### config.mk
export PLATFORM = sky130hd
export DESIGN_NAME = wheel_speed_pid_integral_separation_unit
export DESIGN_NICKNAME = d
export VERILOG_FILES = /design/src/hw/rtl/wspid_pkg.sv /design/src/hw/rtl/wheel_speed_pid_integral_separation_unit.sv /design/src/hw/rtl/wspid_div.sv /design/src/hw/rtl/wspid_mac.sv
export VERILOG_INCLUDE_DIRS = /design/src /design/src/hw/rtl
export SDC_FILE = /design/constraint.sdc
export NUM_CORES = 2
export LEC_CHECK = 0
export BUFFER_PORTS_ARGS = -buffer_cell sky130_fd_sc_hd__clkbuf_2
export CORE_MARGIN = 1.5
export CORE_UTILIZATION = 65
export CTS_BUF_LIST = sky130_fd_sc_hd__clkbuf_2 sky130_fd_sc_hd__clkbuf_4 sky130_fd_sc_hd__clkbuf_8
export DETAILED_ROUTE_END_ITERATION = 6
export PLACE_DENSITY = 0.82
export SETUP_SLACK_MARGIN = 0.15
export SLEW_MARGIN = 20
export SYNTH_ARGS = -nofsm -noshare
export SYNTH_HDL_FRONTEND = slang
export SYNTH_HIERARCHICAL = 1
export SYNTH_SLANG_ARGS = --single-unit
### constraint.sdc
create_clock -name clk_i -period 15.18 [get_ports clk_i]
set_input_delay 0.759 -clock clk_i [delete_from_list [all_inputs] [get_ports clk_i]]
set_output_delay 0.759 -clock clk_i [all_outputs]
set_load 0.02 [all_outputs]
### src/hw/rtl/assert_macros.svh
// assertion macros shared by the wheel speed pid rtl
// expects clk_i and rst_ni in the scope of every use
`ifndef ASSERT_MACROS_SVH
`define ASSERT_MACROS_SVH

// property checked at every clock edge outside reset
`define WSPID_ASSERT(name, prop, msg) \
  name: assert property (@(posedge clk_i) disable iff (!rst_ni) prop) \
    else $error(msg);

// condition in one cycle implies a condition in the next
`define WSPID_ASSERT_NEXT(name, pre, post, msg) \
  name: assert property (@(posedge clk_i) disable iff (!rst_ni) (pre) |=> (post)) \
    else $error(msg);

`endif

### src/hw/rtl/wspid_pkg.sv
// types, widths and codes of the wheel speed pid with integral separation
// no dependencies; used by every rtl file of the block
package wspid_pkg;

  localparam int Channels = 4;
  localparam int ChanW    = (Channels > 1) ? $clog2(Channels) : 1;

  localparam int SpeedW  = 16;
  localparam int WheelW  = 2;
  localparam int GainW   = 16;
  localparam int LimW    = 15;
  localparam int ErrW    = SpeedW + 1;
  localparam int DiffW   = ErrW + 1;
  localparam int SumW    = 32;
  localparam int WgtW    = 9;
  localparam int FracW   = 8;
  localparam int DivNumW = LimW + FracW;
  localparam int DivCntW = $clog2(WgtW + 1);
  localparam int MulAW   = 32;
  localparam int MulBW   = GainW + WgtW + 1;
  localparam int ProdW   = MulAW + MulBW;
  localparam int AccW    = 60;
  localparam int DriveW  = 16;
  localparam int CfgIdxW = 3;
  localparam int CfgW    = 16;

  localparam logic [WgtW-1:0]   WgtFull     = WgtW'(256);
  localparam logic [LimW-1:0]   OuterLimRst = LimW'(20);
  localparam logic [LimW-1:0]   InnerLimRst = LimW'(5);
  localparam logic [DriveW-1:0] DriveMax    = 16'h7fff;
  localparam logic [DriveW-1:0] DriveMin    = 16'h8000;
  localparam logic [SumW-1:0]   SumMax      = 32'h7fff_ffff;
  localparam logic [SumW-1:0]   SumMin      = 32'h8000_0000;

  typedef enum logic [CfgIdxW-1:0] {
    RegGainProp   = 3'd0,
    RegGainInteg  = 3'd1,
    RegGainDeriv  = 3'd2,
    RegOuterLimit = 3'd3,
    RegInnerLimit = 3'd4
  } cfg_reg_e;

  typedef enum logic [3:0] {
    StIdle,
    StLoad,
    StDiv,
    StMulP,
    StMulD,
    StMulIw,
    StMulIs,
    StMulEnd,
    StFin
  } pid_state_e;

  typedef struct packed {
    logic                     func;
    logic [WheelW-1:0]        wheel;
    logic signed [SpeedW-1:0] target_speed;
    logic signed [SpeedW-1:0] measured_speed;
  } in_item_t;

  typedef struct packed {
    logic signed [DriveW-1:0] drive;
    logic [WheelW-1:0]        drive_wheel;
  } out_item_t;

  // control of the shared multiplier and accumulator
  typedef struct packed {
    logic clr;   // zero the accumulator
    logic mul;   // capture a product
    logic keep;  // product goes into the accumulator next cycle
    logic shl;   // product is scaled by 256 before the add
  } mac_ctrl_t;

endpackage

### src/hw/rtl/wheel_speed_pid_integral_separation_unit.sv
// top level of the four-channel wheel speed pid with integral separation
// depends on wspid_pkg, wspid_div, wspid_mac and assert_macros.svh
`include "assert_macros.svh"

// One transaction runs one control step for a wheel or clears its state and
// always returns one drive value. The unit takes one item at a time: a control
// step runs from load through the multiply states to finish, with a divide
// state after load when |error| lies in the weighted band between inner and
// outer limit, where the 9-bit weight comes from a restoring divider at one
// bit per cycle; a clear or an unknown wheel goes from load to finish. The
// four products of the output go one after the other through a single 32x26
// multiplier with a registered product. The result sits in an output register,
// so the next transaction is taken while the last drive value waits.
module wheel_speed_pid_integral_separation_unit (
  input  logic                             clk_i,
  input  logic                             rst_ni,
  input  logic                             in_valid_i,
  output logic                             in_ready_o,
  input  wspid_pkg::in_item_t              in_data_i,
  output logic                             out_valid_o,
  input  logic                             out_ready_i,
  output wspid_pkg::out_item_t             out_data_o,
  input  logic                             cfg_we_i,
  input  logic [wspid_pkg::CfgIdxW-1:0]    cfg_idx_i,
  input  logic [wspid_pkg::CfgW-1:0]       cfg_data_i
);
  import wspid_pkg::*;

  pid_state_e state_q, state_d;

  logic signed [GainW-1:0] gain_prop_q, gain_integ_q, gain_deriv_q;
  logic [LimW-1:0]         outer_q, inner_q;

  logic signed [SumW-1:0] error_sum_q [Channels];
  logic signed [ErrW-1:0] prior_error_q [Channels];

  logic                    func_q;
  logic [WheelW-1:0]       wheel_q;
  logic signed [ErrW-1:0]  err_q;
  logic signed [SumW-1:0]  sum_q;
  logic signed [DiffW-1:0] diff_q;
  logic [WgtW-1:0]         w_q;

  logic                    out_valid_q;
  out_item_t               out_data_q;

  // load-stage decode
  logic [ChanW-1:0]        idx;
  logic                    wheel_ok, skip;
  logic signed [SumW-1:0]  sum_rd, sum_new;
  logic signed [ErrW-1:0]  prior_rd;
  logic signed [SumW:0]    sum_ext;
  logic [ErrW-1:0]         mag;
  logic                    over, under, mid;
  logic [LimW-1:0]         den, span;
  logic [WgtW-1:0]         w_load;

  // shared units
  mac_ctrl_t               mac_ctrl;
  logic signed [MulAW-1:0] mac_a;
  logic signed [MulBW-1:0] mac_b;
  logic signed [ProdW-1:0] mac_prod;
  logic signed [AccW-1:0]  mac_acc;
  logic                    div_start, div_busy;
  logic [WgtW-1:0]         div_quot;

  logic                    out_load, in_fire;
  logic [DriveW-1:0]       drive_sat;

  assign in_ready_o = (state_q == StIdle);
  assign in_fire    = in_valid_i & in_ready_o;

  assign idx      = ChanW'(wheel_q);
  assign wheel_ok = (32'(wheel_q) < Channels);
  assign skip     = func_q | ~wheel_ok;
  assign sum_rd   = error_sum_q[idx];
  assign prior_rd = prior_error_q[idx];

  assign mag   = err_q[ErrW-1] ? ErrW'(-err_q) : ErrW'(err_q);
  assign over  = mag > {2'b00, outer_q};
  assign under = mag < {2'b00, inner_q};
  assign mid   = ~over & ~under;
  assign den   = outer_q - inner_q;
  assign span  = outer_q - mag[LimW-1:0];

  // saturating accumulate of the error, skipped above the outer limit
  assign sum_ext = (SumW+1)'(sum_rd) + (SumW+1)'(err_q);
  always_comb begin
    sum_new = sum_rd;
    if (!over) begin
      if (sum_ext[SumW] != sum_ext[SumW-1]) begin
        sum_new = sum_ext[SumW] ? SumMin : SumMax;
      end else begin
        sum_new = sum_ext[SumW-1:0];
      end
    end
  end

  assign w_load = (!over && under) ? WgtFull : '0;

  // floor of acc / 65536, clipped to 16 bits
  always_comb begin
    if ((&mac_acc[AccW-1:31]) || !(|mac_acc[AccW-1:31])) begin
      drive_sat = mac_acc[31:16];
    end else begin
      drive_sat = mac_acc[AccW-1] ? DriveMin : DriveMax;
    end
  end

  // sequencer
  always_comb begin
    state_d   = state_q;
    mac_ctrl  = '0;
    mac_a     = '0;
    mac_b     = '0;
    div_start = 1'b0;
    out_load  = 1'b0;
    case (state_q)
      StIdle: begin
        if (in_valid_i) state_d = StLoad;
      end
      StLoad: begin
        if (skip) begin
          state_d = StFin;
        end else if (mid && den != '0) begin
          div_start = 1'b1;
          state_d   = StDiv;
        end else begin
          state_d = StMulP;
        end
      end
      StDiv: begin
        if (!div_busy) state_d = StMulP;
      end
      StMulP: begin
        mac_ctrl = '{clr: 1'b1, mul: 1'b1, keep: 1'b1, shl: 1'b1};
        mac_a    = MulAW'(err_q);
        mac_b    = MulBW'(gain_prop_q);
        state_d  = StMulD;
      end
      StMulD: begin
        mac_ctrl = '{clr: 1'b0, mul: 1'b1, keep: 1'b1, shl: 1'b1};
        mac_a    = MulAW'(diff_q);
        mac_b    = MulBW'(gain_deriv_q);
        state_d  = StMulIw;
      end
      StMulIw: begin
        // integral gain times weight first, kept out of the sum
        mac_ctrl = '{clr: 1'b0, mul: 1'b1, keep: 1'b0, shl: 1'b0};
        mac_a    = MulAW'({1'b0, w_q});
        mac_b    = MulBW'(gain_integ_q);
        state_d  = StMulIs;
      end
      StMulIs: begin
        mac_ctrl = '{clr: 1'b0, mul: 1'b1, keep: 1'b1, shl: 1'b0};
        mac_a    = sum_q;
        mac_b    = mac_prod[MulBW-1:0];
        state_d  = StMulEnd;
      end
      StMulEnd: begin
        state_d = StFin;
      end
      StFin: begin
        if (!out_valid_q || out_ready_i) begin
          out_load = 1'b1;
          state_d  = StIdle;
        end
      end
      default: begin
        state_d = StIdle;
      end
    endcase
  end

  always_ff @(posedge clk_i or negedge rst_ni) begin
    if (!rst_ni) begin
      state_q <= StIdle;
    end else begin
      state_q <= state_d;
    end
  end

  // configuration registers
  always_ff @(posedge clk_i or negedge rst_ni) begin
    if (!rst_ni) begin
      gain_prop_q  <= '0;
      gain_integ_q <= '0;
      gain_deriv_q <= '0;
      outer_q      <= OuterLimRst;
      inner_q      <= InnerLimRst;
    end else if (cfg_we_i) begin
      case (cfg_idx_i)
        RegGainProp:   gain_prop_q  <= cfg_data_i;
        RegGainInteg:  gain_integ_q <= cfg_data_i;
        RegGainDeriv:  gain_deriv_q <= cfg_data_i;
        RegOuterLimit: outer_q      <= cfg_data_i[LimW-1:0];
        RegInnerLimit: inner_q      <= cfg_data_i[LimW-1:0];
        default: ;
      endcase
    end
  end

  // per-wheel state, written in the load cycle
  always_ff @(posedge clk_i or negedge rst_ni) begin
    if (!rst_ni) begin
      for (int i = 0; i < Channels; i++) begin
        error_sum_q[i]   <= '0;
        prior_error_q[i] <= '0;
      end
    end else if (state_q == StLoad && wheel_ok) begin
      if (func_q) begin
        error_sum_q[idx]   <= '0;
        prior_error_q[idx] <= '0;
      end else begin
        error_sum_q[idx]   <= sum_new;
        prior_error_q[idx] <= err_q;
      end
    end
  end

  always_ff @(posedge clk_i) begin
    if (in_fire) begin
      func_q  <= in_data_i.func;
      wheel_q <= in_data_i.wheel;
      err_q   <= ErrW'(in_data_i.target_speed) - ErrW'(in_data_i.measured_speed);
    end
    if (state_q == StLoad) begin
      sum_q  <= sum_new;
      diff_q <= DiffW'(err_q) - DiffW'(prior_rd);
      w_q    <= w_load;
    end
    if (state_q == StDiv && !div_busy) begin
      w_q <= div_quot;
    end
    if (out_load) begin
      out_data_q.drive       <= skip ? '0 : drive_sat;
      out_data_q.drive_wheel <= wheel_q;
    end
  end

  always_ff @(posedge clk_i or negedge rst_ni) begin
    if (!rst_ni) begin
      out_valid_q <= 1'b0;
    end else if (out_load) begin
      out_valid_q <= 1'b1;
    end else if (out_ready_i) begin
      out_valid_q <= 1'b0;
    end
  end

  assign out_valid_o = out_valid_q;
  assign out_data_o  = out_data_q;

  wspid_div u_div (
    .clk_i   (clk_i),
    .rst_ni  (rst_ni),
    .start_i (div_start),
    .num_i   ({span, {FracW{1'b0}}}),
    .den_i   (den),
    .busy_o  (div_busy),
    .quot_o  (div_quot)
  );

  wspid_mac u_mac (
    .clk_i  (clk_i),
    .rst_ni (rst_ni),
    .ctrl_i (mac_ctrl),
    .a_i    (mac_a),
    .b_i    (mac_b),
    .prod_o (mac_prod),
    .acc_o  (mac_acc)
  );

  `WSPID_ASSERT_NEXT(AcceptGoesBusy, in_fire, !in_ready_o, "input taken twice in a row")
  `WSPID_ASSERT(WeightInRange, state_q == StMulIw |-> w_q <= WgtFull, "integral weight above one")
  `WSPID_ASSERT(ResultFromFinish, $rose(out_valid_o) |-> $past(state_q == StFin), "result without finish")

endmodule

### src/hw/rtl/wspid_div.sv
// restoring divider for the integral weight, one quotient bit per cycle
// depends on wspid_pkg and assert_macros.svh
`include "assert_macros.svh"

module wspid_div (
  input  logic                           clk_i,
  input  logic                           rst_ni,
  input  logic                           start_i,
  input  logic [wspid_pkg::DivNumW-1:0]  num_i,
  input  logic [wspid_pkg::LimW-1:0]     den_i,
  output logic                           busy_o,
  output logic [wspid_pkg::WgtW-1:0]     quot_o
);
  import wspid_pkg::*;

  logic [DivCntW-1:0] cnt_q, cnt_d;
  logic [LimW-1:0]    den_q;
  logic [LimW-1:0]    rem_q, rem_d;
  logic [WgtW-1:0]    num_q;
  logic [WgtW-1:0]    quot_q;
  logic [LimW:0]      trial;
  logic               ge;

  assign busy_o = (cnt_q != '0);
  assign quot_o = quot_q;

  // partial remainder stays below the divisor, so it fits the limit width
  assign trial = {rem_q, num_q[WgtW-1]};
  assign ge    = (trial >= {1'b0, den_q});
  assign rem_d = ge ? LimW'(trial - {1'b0, den_q}) : trial[LimW-1:0];

  always_comb begin
    cnt_d = cnt_q;
    if (start_i) begin
      cnt_d = DivCntW'(WgtW);
    end else if (busy_o) begin
      cnt_d = cnt_q - 1'b1;
    end
  end

  always_ff @(posedge clk_i or negedge rst_ni) begin
    if (!rst_ni) begin
      cnt_q <= '0;
    end else begin
      cnt_q <= cnt_d;
    end
  end

  always_ff @(posedge clk_i) begin
    if (start_i) begin
      den_q  <= den_i;
      rem_q  <= LimW'(num_i[DivNumW-1:WgtW]);
      num_q  <= num_i[WgtW-1:0];
      quot_q <= '0;
    end else if (busy_o) begin
      rem_q  <= rem_d;
      num_q  <= {num_q[WgtW-2:0], 1'b0};
      quot_q <= {quot_q[WgtW-2:0], ge};
    end
  end

  `WSPID_ASSERT(DivStartIdle, start_i |-> !busy_o, "divider started while busy")
  `WSPID_ASSERT_NEXT(DivRunsDown, busy_o && !start_i, cnt_q == $past(cnt_q) - 1'b1, "divider count skipped")

endmodule

### src/hw/rtl/wspid_mac.sv
// shared signed multiplier with a registered product and a wide accumulator
// depends on wspid_pkg
module wspid_mac (
  input  logic                                clk_i,
  input  logic                                rst_ni,
  input  wspid_pkg::mac_ctrl_t                ctrl_i,
  input  logic signed [wspid_pkg::MulAW-1:0]  a_i,
  input  logic signed [wspid_pkg::MulBW-1:0]  b_i,
  output logic signed [wspid_pkg::ProdW-1:0]  prod_o,
  output logic signed [wspid_pkg::AccW-1:0]   acc_o
);
  import wspid_pkg::*;

  logic signed [ProdW-1:0] prod_d, prod_q;
  logic signed [AccW-1:0]  acc_q, addend;
  logic                    add_q, shl_q;

  assign prod_d = a_i * b_i;
  assign addend = shl_q ? {prod_q[AccW-FracW-1:0], {FracW{1'b0}}} : AccW'(prod_q);

  assign prod_o = prod_q;
  assign acc_o  = acc_q;

  always_ff @(posedge clk_i or negedge rst_ni) begin
    if (!rst_ni) begin
      add_q <= 1'b0;
      shl_q <= 1'b0;
    end else begin
      add_q <= ctrl_i.mul & ctrl_i.keep;
      shl_q <= ctrl_i.shl;
    end
  end

  always_ff @(posedge clk_i) begin
    if (ctrl_i.mul) begin
      prod_q <= prod_d;
    end
    if (ctrl_i.clr) begin
      acc_q <= '0;
    end else if (add_q) begin
      acc_q <= acc_q + addend;
    end
  end

endmodule
==> flow_metrics.tcl <==
set metrics [dict create \
    status "complete, no violations" \
    cts_tree "yes" \
    cts_buffers 94 \
    crit_buf_inv 6 \
    synthesis.area_um2 62100 \
    boundaryPins 79 \
    cts_resized 0 \
    root_buffer "clkbuf_8" \
    synth.largest_area_cell "fa_1" \
    seqCellArea_um2 14300 \
    dpl.hpwl_um 121000 \
    finalInstanceArea_um2 65800 \
    grt_pass1_vias 50200 \
    rsz0062_at_grt "no" \
    htreeDepth 3 \
    rrSetupSlack_ps 5000 \
    final.min_clock_period_ps 10180 \
    setup_viol 0 \
    worstHoldPathType "primary input to flip-flop" \
    startpoint "state_q[3]$_DFFE_PN0P_" \
    max-slew-margin-rel 0.213 \
    cp-end-kind "flip-flop" \
    worstSkewPairLatency_ps 770 \
    detail-route-antenna-nets 0 \
    gr-total-overflow 0 \
    synth_area_leaders "fa_1 (28%), dfrtp_1 (11%), edfxtp_1 (9.3%)" \
    mostFrequentLayoutCell "inv_1" \
    grt_max_degree 86 \
    gp_congestion 0.947 \
    syn_avg_cell_area_um2 9.65 \
    max_stage_delay_ps 820 \
    startpoint_type "flip-flop" \
    drt_drc_violations_left 0 \
    ff2ff_path_depth 27 \
    drt_pass1_iterations 6 \
    core_area_um2 94900 \
    report.final.hold_viol_count 0 \
    vias_per_cell 6.09 \
    synth-warning-count 6 \
    worst_slew_pin_slew_ps 1180 \
    rows 113 \
    clk_pin_slew_ps 70 \
    arrival_ps 10660 \
    totalWireLength_um 165000 \
    peakVddDrop_uv 166 \
    finClkSkew_ps 43.3 \
    final_cell_mix "inv_1 (1,046), fa_1 (860), nand2_1 (828)" \
    nFillCells 7039 \
    required_ps 15660 \
    clock-sinks 548 \
    max_freq_ghz 0.0982 \
    fin_setup_tns_ps 0 \
    start_util 0.655 \
    period_share 0.671 \
    placed_area_um2 63600 \
    drv_cap 0 \
    num-nets-final 7667 \
    slowest_stage "fa_1" \
    fp.dieH_um 312 \
    critPathKind "flip-flop to flip-flop" \
    multi_input_area_um2 42800 \
    synth_ff_type "dfrtp_1" \
    async_flop_share 0.520 \
    cts_hold_buf 1 \
    clockBufferDepth 3 \
    ys_types 123 \
    area_delta_synth_final_pct 5.97 \
    vias 47100 \
    track_usage 0.348 \
    synth_top_area_share 0.277 \
    wl_per_cell_um 21.3 \
    grt_antenna_before_repair 2 \
    r2r_end "u_mac/prod_o[54]$_DFFE_PP_" \
    total_power_mw 14.2 \
    critical_path.most_common_cell "fa_1" \
    fin_hold_ws_ps 180 \
    cp_top_family "adder cells" \
    power_density_nw_per_um2 216 \
    drt_iter0_markers 4095 \
    r2r_start "state_q[3]$_DFFE_PN0P_" \
    numPortBuffers 78 \
    postCtsSetupBuffers 0 \
    grt_pass1_wl_um 267000 \
    ys_seq_elements 548 \
    dieArea_um2 97500 \
    ys_seq_area_frac 0.231 \
    die_w_um 312 \
    p_leak_nw 31.7 \
    synthCells 6437 \
    critical_path.max_fanout 35 \
    synth_edf_count 193 \
    drv_slew 0 \
    cp.depth 27 \
    crit_end "u_mac/prod_o[54]$_DFFE_PP_" \
    final_layout_size_suffix_gt1_frac 0.103 \
]
-- worst min path at each step --
stage,from,end,slack (ps),cells after the start
2_1_floorplan,idx[0]$_DFFE_PP_,out_data_o[0]$_DFFE_PP_,420,0
3_3_place_gp,u_div/quot_o[8]$_SDFFE_PP0P_,u_div/quot_o[8]$_SDFFE_PP0P_,440,2
3_5_place_dp,u_div/quot_o[1]$_SDFFE_PP0P_,u_div/quot_o[1]$_SDFFE_PP0P_,460,2
4_1_cts,in_data_i[34],func_q$_DFFE_PP_,140,1
5_1_grt,in_data_i[34],func_q$_DFFE_PP_,160,1
6_report,in_data_i[34],func_q$_DFFE_PP_,180,1
-- cell usage after synthesis (20+ instances only) --
cell type / count
a211oi_1: 29
a21o_1: 121
a21oi_1: 225
a22o_1: 35
a22oi_1: 59
a31oi_1: 21
and2_1: 396
and3_1: 23
clkbuf_1: 275
dfrtp_1: 281
dfxtp_1: 70
edfxtp_1: 193
fa_1: 861
ha_1: 356
inv_1: 1048
mux2_2: 164
mux2i_1: 46
mux4_2: 49
nand2_1: 841
nand2b_1: 91
nand3_1: 37
nand4_1: 37
nor2_1: 209
nor2b_1: 28
nor3_1: 51
nor4_1: 21
o21a_1: 28
o21ai_0: 217
o21ai_1: 47
o21bai_1: 31
o31ai_1: 31
or3_1: 20
xnor2_1: 133
xor2_1: 57
-- routing by layer --
layer	vias up	track usage	share of wire
met1	23300	0.467	0.40
met4	0	0.139	0.042
met2	2527	0.539	0.45
met3	546	0.0947	0.11
li1	20800	-	-
met5	-	0	0
-- final cells by class --
type | instances | share of cell area
tap | 1265 | 0.0240
inverter | 1048 | 0.0597
timing repair buffer | 157 | 0.0152
sequential | 548 | 0.218
clock buffer | 133 | 0.0257
multi-input combinational | 4542 | 0.650
antenna | 2 | 0.0000760
clock inverter | 45 | 0.00747
-- kinds of logic after synthesis --
kind of cell / share of synthesized area
other: 0.0000604
AND/OR/NAND/NOR: 0.143
flip-flops: 0.231
buffers and inverters: 0.0827
XOR/XNOR: 0.0268
adder cells (fa/ha/maj): 0.349
AO/OA/AOI/OAI: 0.112
multiplexers: 0.0551
-- report_power, final --
| part | internal, mW | switching (mW) |
|---|---|---|
| combinational | 3.73 | 6.18 |
| sequential | 2.36 | 0.390 |
| clock | 0.883 | 0.657 |
| total | 6.97 | 7.23 |
-- state kept, by name, indices dropped and copies added (netlist names), 9 cells and up --
| name | flops |
|---|---|
| diff_q | 18 |
| err_q | 17 |
| error_sum_q | 128 |
| gain_deriv_q | 16 |
| gain_integ_q | 16 |
| gain_prop_q | 16 |
| inner_q | 15 |
| out_data_o | 18 |
| outer_q | 15 |
| prior_error_q | 68 |
| sum_q | 32 |
| u_div/den_q | 15 |
| u_div/num_q | 9 |
| u_div/quot_o | 9 |
| u_div/rem_q | 15 |
| u_mac/acc_o | 60 |
| u_mac/prod_o | 58 |
| w_q | 9 |
-- through the flow --
stage / setup slack (ps) / util / instances
2_1_floorplan: 6630 / - / 6444
6_report: 5000 / 0.694 / 7740
3_5_place_dp: 5190 / 0.671 / 7559
5_1_grt: 4520 / 0.694 / 7739
3_3_place_gp: 5000 / 0.670 / 7558
4_1_cts: 5160 / 0.694 / 7738
(Power assumes the default switching activity.)
